File: config.mk
export PLATFORM = sky130hd
export DESIGN_NAME = approximate_substring_match_score
export DESIGN_NICKNAME = d
export VERILOG_FILES = /design/src/rtl/core/asms_pkg.sv /design/src/rtl/core/approximate_substring_match_score.sv /design/src/rtl/core/asms_cell.sv
export SDC_FILE = /design/constraint.sdc
export NUM_CORES = 2
export LEC_CHECK = 0
export ABC_CLOCK_PERIOD_IN_PS = 8300
export BUFFER_PORTS_ARGS = -buffer_cell sky130_fd_sc_hd__buf_4
export CORE_UTILIZATION = 59
export DETAILED_ROUTE_END_ITERATION = 10
export PLACE_DENSITY = 0.83
export SLEW_MARGIN = 20
export SYNTH_ARGS = -nofsm -noshare
export SYNTH_HDL_FRONTEND = slang
export SYNTH_HIERARCHICAL = 1
export SYNTH_SLANG_ARGS = --single-unit
File: constraint.sdc
create_clock -name clk -period 8.3 [get_ports clk]
set_input_delay 2.49 -clock clk [delete_from_list [all_inputs] [get_ports clk]]
set_output_delay 2.49 -clock clk [all_outputs]
set_load 0.01 [all_outputs]
File: src/rtl/core/asms_pkg.sv
`timescale 1ns / 1ps
// Shared types and constants for the approximate substring match scorer.
// No dependencies; imported by asms_cell, approximate_substring_match_score and the testbench.
package asms_pkg;

    localparam int CHAR_W   = 8;
    localparam int RESULT_W = 6;

    // item commands
    localparam logic CMD_QUERY  = 1'b0;
    localparam logic CMD_SOURCE = 1'b1;

    // control part of a source character moving along the cell chain
    typedef struct packed {
        logic              valid;
        logic              last;
        logic [CHAR_W-1:0] ch;
    } tok_ctrl_t;

endpackage

File: src/rtl/core/approximate_substring_match_score.sv
`timescale 1ns / 1ps
// Top level of the approximate substring match scorer: a chain of asms_cell
// instances plus query bookkeeping and the result register. Depends on asms_pkg.
//
// Usage: items arrive on item_valid/item_ready with command, char_code and
// last_char. A query item (command 0) appends a character to the stored query;
// a query item after a completed query starts a new one. Query characters past
// MAX_QUERY are dropped and reported in query_overflow. A source item
// (command 1) streams one character through the chain; the item with last_char
// set produces one result on result_valid/result_ready.
// Throughput: one source item per cycle while the chain is not held; the chain
// is skewed so each cell handles a character after its upper neighbor has
// registered it. A final source item sets result_valid once it has left the last cell.
// A query item waits until no source item is in the chain, that is until the
// last source item has left the final cell, and longer while a result stalls.
// Reset clears the query, the overflow flag and all column costs.
// If a result waits unread and another final source character reaches the
// end of the chain, the whole chain holds and item_ready stays low.
module approximate_substring_match_score import asms_pkg::*; #(
    parameter int MAX_QUERY = 32
) (
    input  logic                clk,
    input  logic                rst_n,
    input  logic                item_valid,
    output logic                item_ready,
    input  logic                command,
    input  logic [CHAR_W-1:0]   char_code,
    input  logic                last_char,
    output logic                result_valid,
    input  logic                result_ready,
    output logic [RESULT_W-1:0] match_count,
    output logic [RESULT_W-1:0] min_distance,
    output logic                query_overflow
);

    localparam int COST_W = $clog2(MAX_QUERY + 1);
    localparam int CNT_W  = $clog2(MAX_QUERY + 2);
    localparam logic [COST_W-1:0] MaxLenC = COST_W'(MAX_QUERY);

    tok_ctrl_t         tok_chain   [0:MAX_QUERY];
    logic [COST_W-1:0] above_chain [0:MAX_QUERY];
    logic [COST_W-1:0] diag_chain  [0:MAX_QUERY];
    logic [MAX_QUERY-1:0] load_en;

    logic [COST_W-1:0] qlen_reg, qlen_next;
    logic              ovf_reg, ovf_next;
    logic              complete_reg, complete_next;
    logic [COST_W-1:0] best_reg, best_next;
    logic [CNT_W-1:0]  inflight_reg, inflight_next;
    logic              out_valid_reg;
    logic [RESULT_W-1:0] match_reg, dist_reg;
    logic              out_ovf_reg;

    logic              advance;
    logic              accept;
    logic              src_accept;
    logic              qry_accept;
    logic              exit_tok;
    logic              exit_last;
    logic              do_store;
    logic [COST_W-1:0] base_len;
    logic [COST_W-1:0] nb;

    // chain holds only when a final result must land in a full output register
    assign exit_tok  = tok_chain[MAX_QUERY].valid;
    assign exit_last = exit_tok && tok_chain[MAX_QUERY].last;
    assign advance   = !(out_valid_reg && !result_ready && exit_last);

    // query items wait for an empty chain
    assign item_ready = advance && ((command == CMD_SOURCE) || (inflight_reg == '0));
    assign accept     = item_valid && item_ready;
    assign src_accept = accept && (command == CMD_SOURCE);
    assign qry_accept = accept && (command == CMD_QUERY);

    // head of the chain
    assign tok_chain[0]   = {src_accept, last_char, char_code};
    assign above_chain[0] = '0;
    assign diag_chain[0]  = '0;

    // query append bookkeeping
    assign base_len = complete_reg ? '0 : qlen_reg;
    assign do_store = qry_accept && (base_len < MaxLenC);

    always_comb
    begin
        qlen_next     = qlen_reg;
        ovf_next      = ovf_reg;
        complete_next = complete_reg;
        if (qry_accept)
        begin
            ovf_next      = complete_reg ? 1'b0 : ovf_reg;
            complete_next = last_char;
            if (base_len < MaxLenC)
            begin
                qlen_next = base_len + COST_W'(1);
            end
            else
            begin
                qlen_next = base_len;
                ovf_next  = 1'b1;
            end
        end
    end

    // cell chain
    genvar g;
    generate
        for (g = 0; g < MAX_QUERY; g++)
        begin : g_cell
            assign load_en[g] = do_store && (base_len == COST_W'(g));

            asms_cell #(
                .COST_W (COST_W),
                .IDX    (g)
            ) u_cell (
                .clk       (clk),
                .rst_n     (rst_n),
                .advance   (advance),
                .clear_all (qry_accept),
                .load_en   (load_en[g]),
                .load_char (char_code),
                .qlen      (qlen_reg),
                .tok_in    (tok_chain[g]),
                .above_in  (above_chain[g]),
                .diag_in   (diag_chain[g]),
                .tok_out   (tok_chain[g+1]),
                .above_out (above_chain[g+1]),
                .diag_out  (diag_chain[g+1])
            );
        end
    endgenerate

    // running best over end positions
    assign nb = ((qlen_reg != '0) && (above_chain[MAX_QUERY] < best_reg)) ?
                above_chain[MAX_QUERY] : best_reg;

    always_comb
    begin
        best_next = best_reg;
        if (qry_accept)
        begin
            best_next = qlen_next;
        end
        else if (advance && exit_tok)
        begin
            best_next = exit_last ? qlen_reg : nb;
        end
    end

    // source items in the chain
    always_comb
    begin
        inflight_next = inflight_reg;
        if (src_accept && !(advance && exit_tok))
        begin
            inflight_next = inflight_reg + CNT_W'(1);
        end
        else if (!src_accept && advance && exit_tok)
        begin
            inflight_next = inflight_reg - CNT_W'(1);
        end
    end

    always_ff @(posedge clk or negedge rst_n)
    begin
        if (!rst_n)
        begin
            qlen_reg      <= '0;
            ovf_reg       <= 1'b0;
            complete_reg  <= 1'b0;
            best_reg      <= '0;
            inflight_reg  <= '0;
            out_valid_reg <= 1'b0;
        end
        else
        begin
            qlen_reg     <= qlen_next;
            ovf_reg      <= ovf_next;
            complete_reg <= complete_next;
            best_reg     <= best_next;
            inflight_reg <= inflight_next;
            if (advance && exit_last)
            begin
                out_valid_reg <= 1'b1;
            end
            else if (result_ready)
            begin
                out_valid_reg <= 1'b0;
            end
        end
    end

    // result register
    always_ff @(posedge clk)
    begin
        if (advance && exit_last)
        begin
            match_reg   <= RESULT_W'(qlen_reg - nb);
            dist_reg    <= RESULT_W'(nb);
            out_ovf_reg <= ovf_reg;
        end
    end

    assign result_valid   = out_valid_reg;
    assign match_count    = match_reg;
    assign min_distance   = dist_reg;
    assign query_overflow = out_ovf_reg;

endmodule

File: src/rtl/core/asms_cell.sv
`timescale 1ns / 1ps
// One cell of the edit-distance chain: holds one query character and its column cost.
// Depends on asms_pkg for the token type and character width.
module asms_cell import asms_pkg::*; #(
    parameter int COST_W = 6,
    parameter int IDX    = 0
) (
    input  logic              clk,
    input  logic              rst_n,
    input  logic              advance,
    input  logic              clear_all,
    input  logic              load_en,
    input  logic [CHAR_W-1:0] load_char,
    input  logic [COST_W-1:0] qlen,
    input  tok_ctrl_t         tok_in,
    input  logic [COST_W-1:0] above_in,
    input  logic [COST_W-1:0] diag_in,
    output tok_ctrl_t         tok_out,
    output logic [COST_W-1:0] above_out,
    output logic [COST_W-1:0] diag_out
);

    localparam logic [COST_W-1:0] IdxC   = COST_W'(IDX);
    localparam logic [COST_W-1:0] ClearC = COST_W'(IDX + 1);

    logic [CHAR_W-1:0] char_reg;
    logic [COST_W-1:0] cost_reg;
    logic [COST_W-1:0] cost_next;
    tok_ctrl_t         tok_reg;
    logic [COST_W-1:0] above_reg;
    logic [COST_W-1:0] diag_reg;

    logic              active;
    logic              sub;
    logic [COST_W:0]   del_cost;
    logic [COST_W:0]   ins_cost;
    logic [COST_W:0]   sub_cost;
    logic [COST_W:0]   min_ab;
    logic [COST_W:0]   min_all;
    logic [COST_W-1:0] v;

    // cell takes part only for query positions below the length
    assign active = tok_in.valid && (IdxC < qlen);
    assign sub    = (char_reg != tok_in.ch);

    // three-way minimum of the edit recurrence
    always_comb
    begin
        del_cost = {1'b0, cost_reg} + (COST_W+1)'(1);
        ins_cost = {1'b0, above_in} + (COST_W+1)'(1);
        sub_cost = {1'b0, diag_in} + (COST_W+1)'(sub);
        min_ab   = (del_cost < ins_cost) ? del_cost : ins_cost;
        min_all  = (min_ab < sub_cost) ? min_ab : sub_cost;
        v        = min_all[COST_W-1:0];
    end

    // cost update, cleared after the final source character and on every query item
    always_comb
    begin
        cost_next = cost_reg;
        if (clear_all)
        begin
            cost_next = ClearC;
        end
        else if (advance && active)
        begin
            cost_next = tok_in.last ? ClearC : v;
        end
    end

    always_ff @(posedge clk or negedge rst_n)
    begin
        if (!rst_n)
        begin
            cost_reg <= ClearC;
            tok_reg  <= '0;
        end
        else
        begin
            cost_reg <= cost_next;
            if (advance)
            begin
                tok_reg <= tok_in;
            end
        end
    end

    // neighbor handoff payload
    always_ff @(posedge clk)
    begin
        if (advance)
        begin
            above_reg <= active ? v : above_in;
            diag_reg  <= cost_reg;
        end
    end

    // query character storage
    always_ff @(posedge clk)
    begin
        if (load_en)
        begin
            char_reg <= load_char;
        end
    end

    assign tok_out   = tok_reg;
    assign above_out = above_reg;
    assign diag_out  = diag_reg;

endmodule

# After elaboration in Yosys (flattened, before gate mapping)
# Cells that the tools add are included.
# W data, S select, Z words.
op_classes:
  add_sub_neg: 98
  n_lt_le_gt_ge: 98
  n_eq_ne: 64
  mux: 204
  n_bitwise: 1
  reduce_logical: 154
op_table:
  columns: ["op", "count"]
  rows:
  - ["$mux W6", 168]
  - ["$add A6 B1 Y7 const B", 63]
  - ["$lt A7 B7 Y1", 62]
  - ["$ne A8 B8 Y1", 32]
  - ["$mux W7", 32]
  - ["$add A6 B1 Y7", 31]
  - ["$logic_and A1 B1 Y1", 110]
  - ["$eq A6 B5 Y1 const B", 16]
  - ["$lt A5 B6 Y1 const A", 16]
  - ["$reduce_bool A2 Y1", 35]
  - ["$eq A6 B4 Y1 const B", 8]
  - ["$lt A4 B6 Y1 const A", 8]
  - ["$eq A6 B3 Y1 const B", 4]
  - ["$lt A3 B6 Y1 const A", 4]
  - ["$add A6 B1 Y6 const B", 2]
  - ["$eq A6 B2 Y1 const B", 2]
  - ["$logic_not A6 Y1", 2]
  - ["$lt A1 B6 Y1 const A", 2]
  - ["$lt A2 B6 Y1 const A", 2]
  - ["$lt A7 B1 Y1", 1]
  - ["$lt A7 B1 Y1 const B", 1]
  - ["$eq A6 B1 Y1 const B", 1]
  - ["$lt A6 B6 Y1", 1]
  - ["$lt A6 B6 Y1 const B", 1]
  - ["other kinds (9)", 15]
totals:
  register_bits: 1172
  input_bits: 14
  output_inout_bits: 15
  elab_cells: 850

# Logic depth before layout (Yosys ltp)
depth:
  word_depth: 12
  ltp_mapped: 19
  ltp_nobuf: 18

# By module
# The synthesis kept the hierarchy.
by_module_without_submodules:
  columns: ["module", "instances", "cells_per_inst", "area_per_inst_um2", "seq_area_each_um2"]
  rows:
  - ["approximate_substring_match_score", 1, 286, 2504.9, 915.9]
  - ["asms_cell at g_cell[29].u_cell", 1, 206, 2237.1, 1006.0]
  - ["asms_cell at g_cell[21].u_cell", 1, 199, 2205.9, 1004.7]
  - ["asms_cell at g_cell[17].u_cell", 1, 193, 2193.4, 1003.5]
  - ["asms_cell at g_cell[30].u_cell", 1, 200, 2188.3, 1007.2]
  - ["asms_cell at g_cell[26].u_cell", 1, 195, 2179.6, 1006.0]
  - ["asms_cell at g_cell[18].u_cell", 1, 191, 2178.3, 1004.7]
  - ["asms_cell at g_cell[9].u_cell", 1, 190, 2178.3, 1003.5]
  - ["asms_cell at g_cell[16].u_cell", 1, 190, 2172.1, 1003.5]
  - ["asms_cell at g_cell[22].u_cell", 1, 180, 2170.8, 1006.0]
  - ["asms_cell at g_cell[23].u_cell", 1, 183, 2168.3, 1003.5]
  - ["asms_cell at g_cell[27].u_cell", 1, 184, 2167.1, 1004.7]
  - ["asms_cell at g_cell[28].u_cell", 1, 191, 2164.6, 1006.0]
  - ["asms_cell at g_cell[10].u_cell", 1, 188, 2162.1, 1004.7]
  - ["+19 rows", null, null, null, null]

# Least setup slack after synthesis
# Ideal clock, no wire load.
synth_path:
  path_type: "input to register"
  startpoint: "input result_ready"
  endpoint: "register g_cell[9].u_cell.cost_reg[3]"
  setup_time_ns: 0.110
  t_arrival_ns: 9.518
  required_ns: 8.190
  slack_ns: -1.328
  cell_stages: 6
  n_path_buf: 0
  cell_sequence: "nor2b_1 -> and2_1 -> inv_2 -> nand3_1 -> nor4b_1 -> a211oi_1"
synth_between:
  elab_chain_len: 8
  elab_cells_between_ends: 10
  classes_between: "mux: 1; reduce/logical: 9"
synth_lines:
  columns: ["element", "line", "text"]
  rows:
  - ["from (decl)", "approximate_substring_match_score.sv:30", "input logic result_ready,"]
  - ["$logic_not A1 Y1 (*)", "approximate_substring_match_score.sv:67", "assign advance = !(out_valid_reg && !result_ready && exit_last);"]
  - ["$logic_and A1 B1 Y1 (*) (2 in a row)", "approximate_substring_match_score.sv:67", null]
  - ["$logic_not A1 Y1 (*)", "approximate_substring_match_score.sv:67", null]
  - ["named net advance", "approximate_substring_match_score.sv:54", "logic advance;"]
  - ["$logic_and A1 B1 Y1", "approximate_substring_match_score.sv:70", "assign item_ready = advance && ((command == CMD_SOURCE) || (inflight_reg == '0));"]
  - ["$logic_and A1 B1 Y1", "approximate_substring_match_score.sv:71", "assign accept = item_valid && item_ready;"]
  - ["$logic_and A1 B1 Y1", "approximate_substring_match_score.sv:73", "assign qry_accept = accept && (command == CMD_QUERY);"]
  - ["$mux W6 or $reduce_bool A2 Y1 (tied branches)", null, null]
  - ["to (signal assigned)", "asms_cell.sv:75", "cost_reg <= ClearC;"]
  - ["to (signal assigned)", "asms_cell.sv:80", "cost_reg <= cost_next;"]
  - ["to (decl)", "asms_cell.sv:27", "logic [COST_W-1:0] cost_reg;"]
# Mark *: on every way through the listed nets, which the timed path passes. The rest lies on a longest branch.
# A chain may end at the register's enable or synchronous reset.

# Worst setup path in the final report
layout_path:
  startpoint: "input result_ready"
  endpoint: "output item_ready"
layout_between:
  elab_chain_len: 5
layout_lines:
  columns: ["element", "line", "text"]
  rows:
  - ["$logic_not A1 Y1", "approximate_substring_match_score.sv:67", null]
  - ["$logic_and A1 B1 Y1 (2 in a row)", "approximate_substring_match_score.sv:67", null]
  - ["$logic_not A1 Y1", "approximate_substring_match_score.sv:67", null]
  - ["$logic_and A1 B1 Y1", "approximate_substring_match_score.sv:70", null]
  - ["to (decl)", "approximate_substring_match_score.sv:25", "output logic item_ready,"]
# No other way between the ends.

==> summary.md <==
| Metric | Value |
|---|---|
| Syn Area/Cell | approximately 11 um^2 |
| Status | complete, no violations |
| Setup crit end kind | primary output |
| Fraction of layout cells with a size suffix above 1 | about 15% |
| Slew margin rel. | between 20% and 30% |
| Clk_skew | ~0.018 ns |
| Worst EP required | 5.81 ns |
| Critical Path Start Type | primary input |
| Die Wd | roughly 350 um |
| Setup TNS | 0 ns |
| Synth Warn # | 6 |
| Clock latency on the worst-skew pair | between 0.7 and 0.8 ns |
| Final Critical Period | about 6.5 ns |
| Mapped Cells | between 6000 and 7000 |
| Post-Place Setup Slack | about 1.9 ns |
| Vias in the first global route | roughly 51000 |
| Antenna violations before repair | 3 |
| Setup Buffers After CTS | 0 |
| Post-DRT Antenna Nets | 0 |
| Clock slew at reported path FFs | 0.06 ns |
| Power share of the combinational group | between 50% and 60% |
| Internal power | about 19 mW |
| CTS HTree Levels | 3 |
| CTS Buf Count | approximately 120 |
| DP HPWL | between 100000 and 150000 um |
| Max reg flops | about 310 |
| Final setup violation count | 0 |
| Crit path max fanout | 4 |
| CP most frequent cell | buf_4 |
| Rows | around 130 |
| Slew @ Worst Pin | ~1.1 ns |
| Via density | about 6.3 |
| Critical Path AT | between 4 and 5 ns |
| I/O pin count | 29 |
| CTS tree | yes |
| Routed len/inst | about 20 um |
| Die height | ~350 um |
| Die area | 122000 um^2 |
| Port bufs | 28 |
| Clock share of power | roughly 16% |
| Max-Cap Viols | 0 |
| Post-DP Area | between 70000 and 80000 um^2 |
| Leakage power | 33.1 nW |
| Post-route cell area | about 77000 um^2 |
| Gr usage total | a little over a quarter |
| Post-Syn Area | 70900 um^2 |
| RSZ-0062 raised after global routing | false |
| Sw Pwr | 15.4 mW |
| Slowest stage cell, crit path | and2_1 |
| Total routed wirelength | roughly 170000 um |
| Clock buffer depth | 3 |
| Area of the core | 119000 um^2 |
| Peak supply drop | 0.419 mV |
| Met2 GRT Util | between 40% and 50% |
| Fmax | roughly 0.15 GHz |
| GR Layer Usage met1 | a little over a third |
| Grt total ovfl | 0 |
| CP cell instances | buf_4 > nor2b_1 > and2_1 > nor2_1 > buf_4 |
| GPL Wtd Cong | 0.924 |
| Root buffer cell | clkbuf_16 |
| Sw Ratio | between 40 and 50% |
| Final Util | roughly two thirds |
| Met3 Resource Use GR | between 4 and 5% |
| Remaining DRCs | 0 |
| Flop pwr share | approximately 28% |
| Synth-to-Final Area Change | 8.65% |
| Largest net degree at the start of global routing | 170 |
| 1st-iter DRT viols | around 4700 |
| PD cells | roughly 440 nW/um^2 |
| CTS Sinks | ~1200 |
| Via count | a little over 50000 |
| Global-route wire length before repair | roughly 270000 um |
| Drt pass-1 iters | 6 |
| Final Max Tran Viols | 0 |
| Slowest stage delay, CP | 0.59 ns |
| Nets | between 6000 and 7000 |
| Hold Crit Class | flop to flop |
| Fin crit share | 78.8% |
| Worst setup slack after layout | between 1.5 and 2 ns |
| # hold bufs at CTS | 0 |
| Global routing's busiest layer | met2 |
| Crit path kind | primary input to primary output |
| Final hold vios | 0 |
| Initial core utilization | 59.8% |
| Post-cts resize count | 0 |
==> critical path, delay by kind of cell <==
| family | cells | cell delay, ns |
|---|---|---|
| buffers and inverters | 2 | 0.35 |
| AND/OR/NAND/NOR | 3 | 1.19 |
==> cells in the final DEF, fill, tap and decap left out, drive strengths merged, types with 13 or more instances in the layout <==
cell type and count:
nand4 67, nand3 375, and2 40, nand2b 32, nor3 61, o22a 23, o21a 86, ha 515
a21o 68, a32o 23, a21oi 310, dfstp 81, and3 225, o311ai 27, clkinv 27, bufinv 13
mux2 407, nor2 223, conb 42, nand2 498, clkbuf 161, buf 50, a2111oi 24, o31ai 121
a22o 22, xor2 483, a32oi 14, xnor2 170, mux2i 189, o211ai 38, nor2b 48, a31o 30
nor4 89, a211oi 41, dfrtp 444, edfxtp 647, or3 40, inv 342, a31oi 30, o21ai 266
==> through the flow <==
| step | hold slack (ns) | power (mW) | std cells |
|---|---|---|---|
| after floorplan | 0.426 | 24.0 | 6352 |
| after global placement | 0.452 | 27.4 | 7908 |
| after detailed placement | 0.440 | 28.0 | 7908 |
| after CTS | 0.457 | 33.7 | 8127 |
| after global routing | 0.471 | 36.4 | 8127 |
| final | 0.463 | 34.1 | 8129 |
==> area by class of cell <==
| type | instances | area, um^2 |
|---|---|---|
| fillers | 8648 | 41500 |
| multi-input cells | 4753 | 36700 |
| flip-flops and latches | 1172 | 32700 |
| clock buffers | 161 | 3310 |
| well taps | 1600 | 2000 |
| inverters | 333 | 1270 |
| clock inverters | 58 | 684 |
| repair buffers | 50 | 445 |
| diodes | 2 | 5.00 |
==> power groups by stage <==
stage	logic [mW]	registers (mW)	clock network [mW]
CTS	18.7	9.52	5.53
detailed placement	18.4	9.60	0
global placement	17.8	9.54	0
global route	20.9	9.73	5.76
floorplan	15.0	8.98	0
finish	19.1	9.56	5.47
==> layer usage <==
metal / routed length (um) / up-vias / part of all wire, %
met5: 34 / - / 0.020
met4: 4910 / 4 / 2.9
met3: 11000 / 392 / 6.6
met2: 82000 / 1893 / 49
met1: 69300 / 25300 / 41
li1: - / 23700 / -
==> path summary, 6_finish.rpt <==
path | start | to | slack [ns] | cells past startpoint
max | result_ready | item_ready | 1.76 | 5
min | ovf_reg | query_overflow | 0.46 | 0
max reg2reg | g_cell[28].u_cell/cost_reg[0] | g_cell[28].u_cell/above_out[1] | 2.95 | 15
min reg2reg | ovf_reg | query_overflow | 0.46 | 0
max in group asynchronous | rst_n | qlen_reg[5] | 4.95 | 2
min in group asynchronous | rst_n | g_cell[0].u_cell/cost_reg[3] | 1.83 | 1
Power figures use the tool's default switching activity.
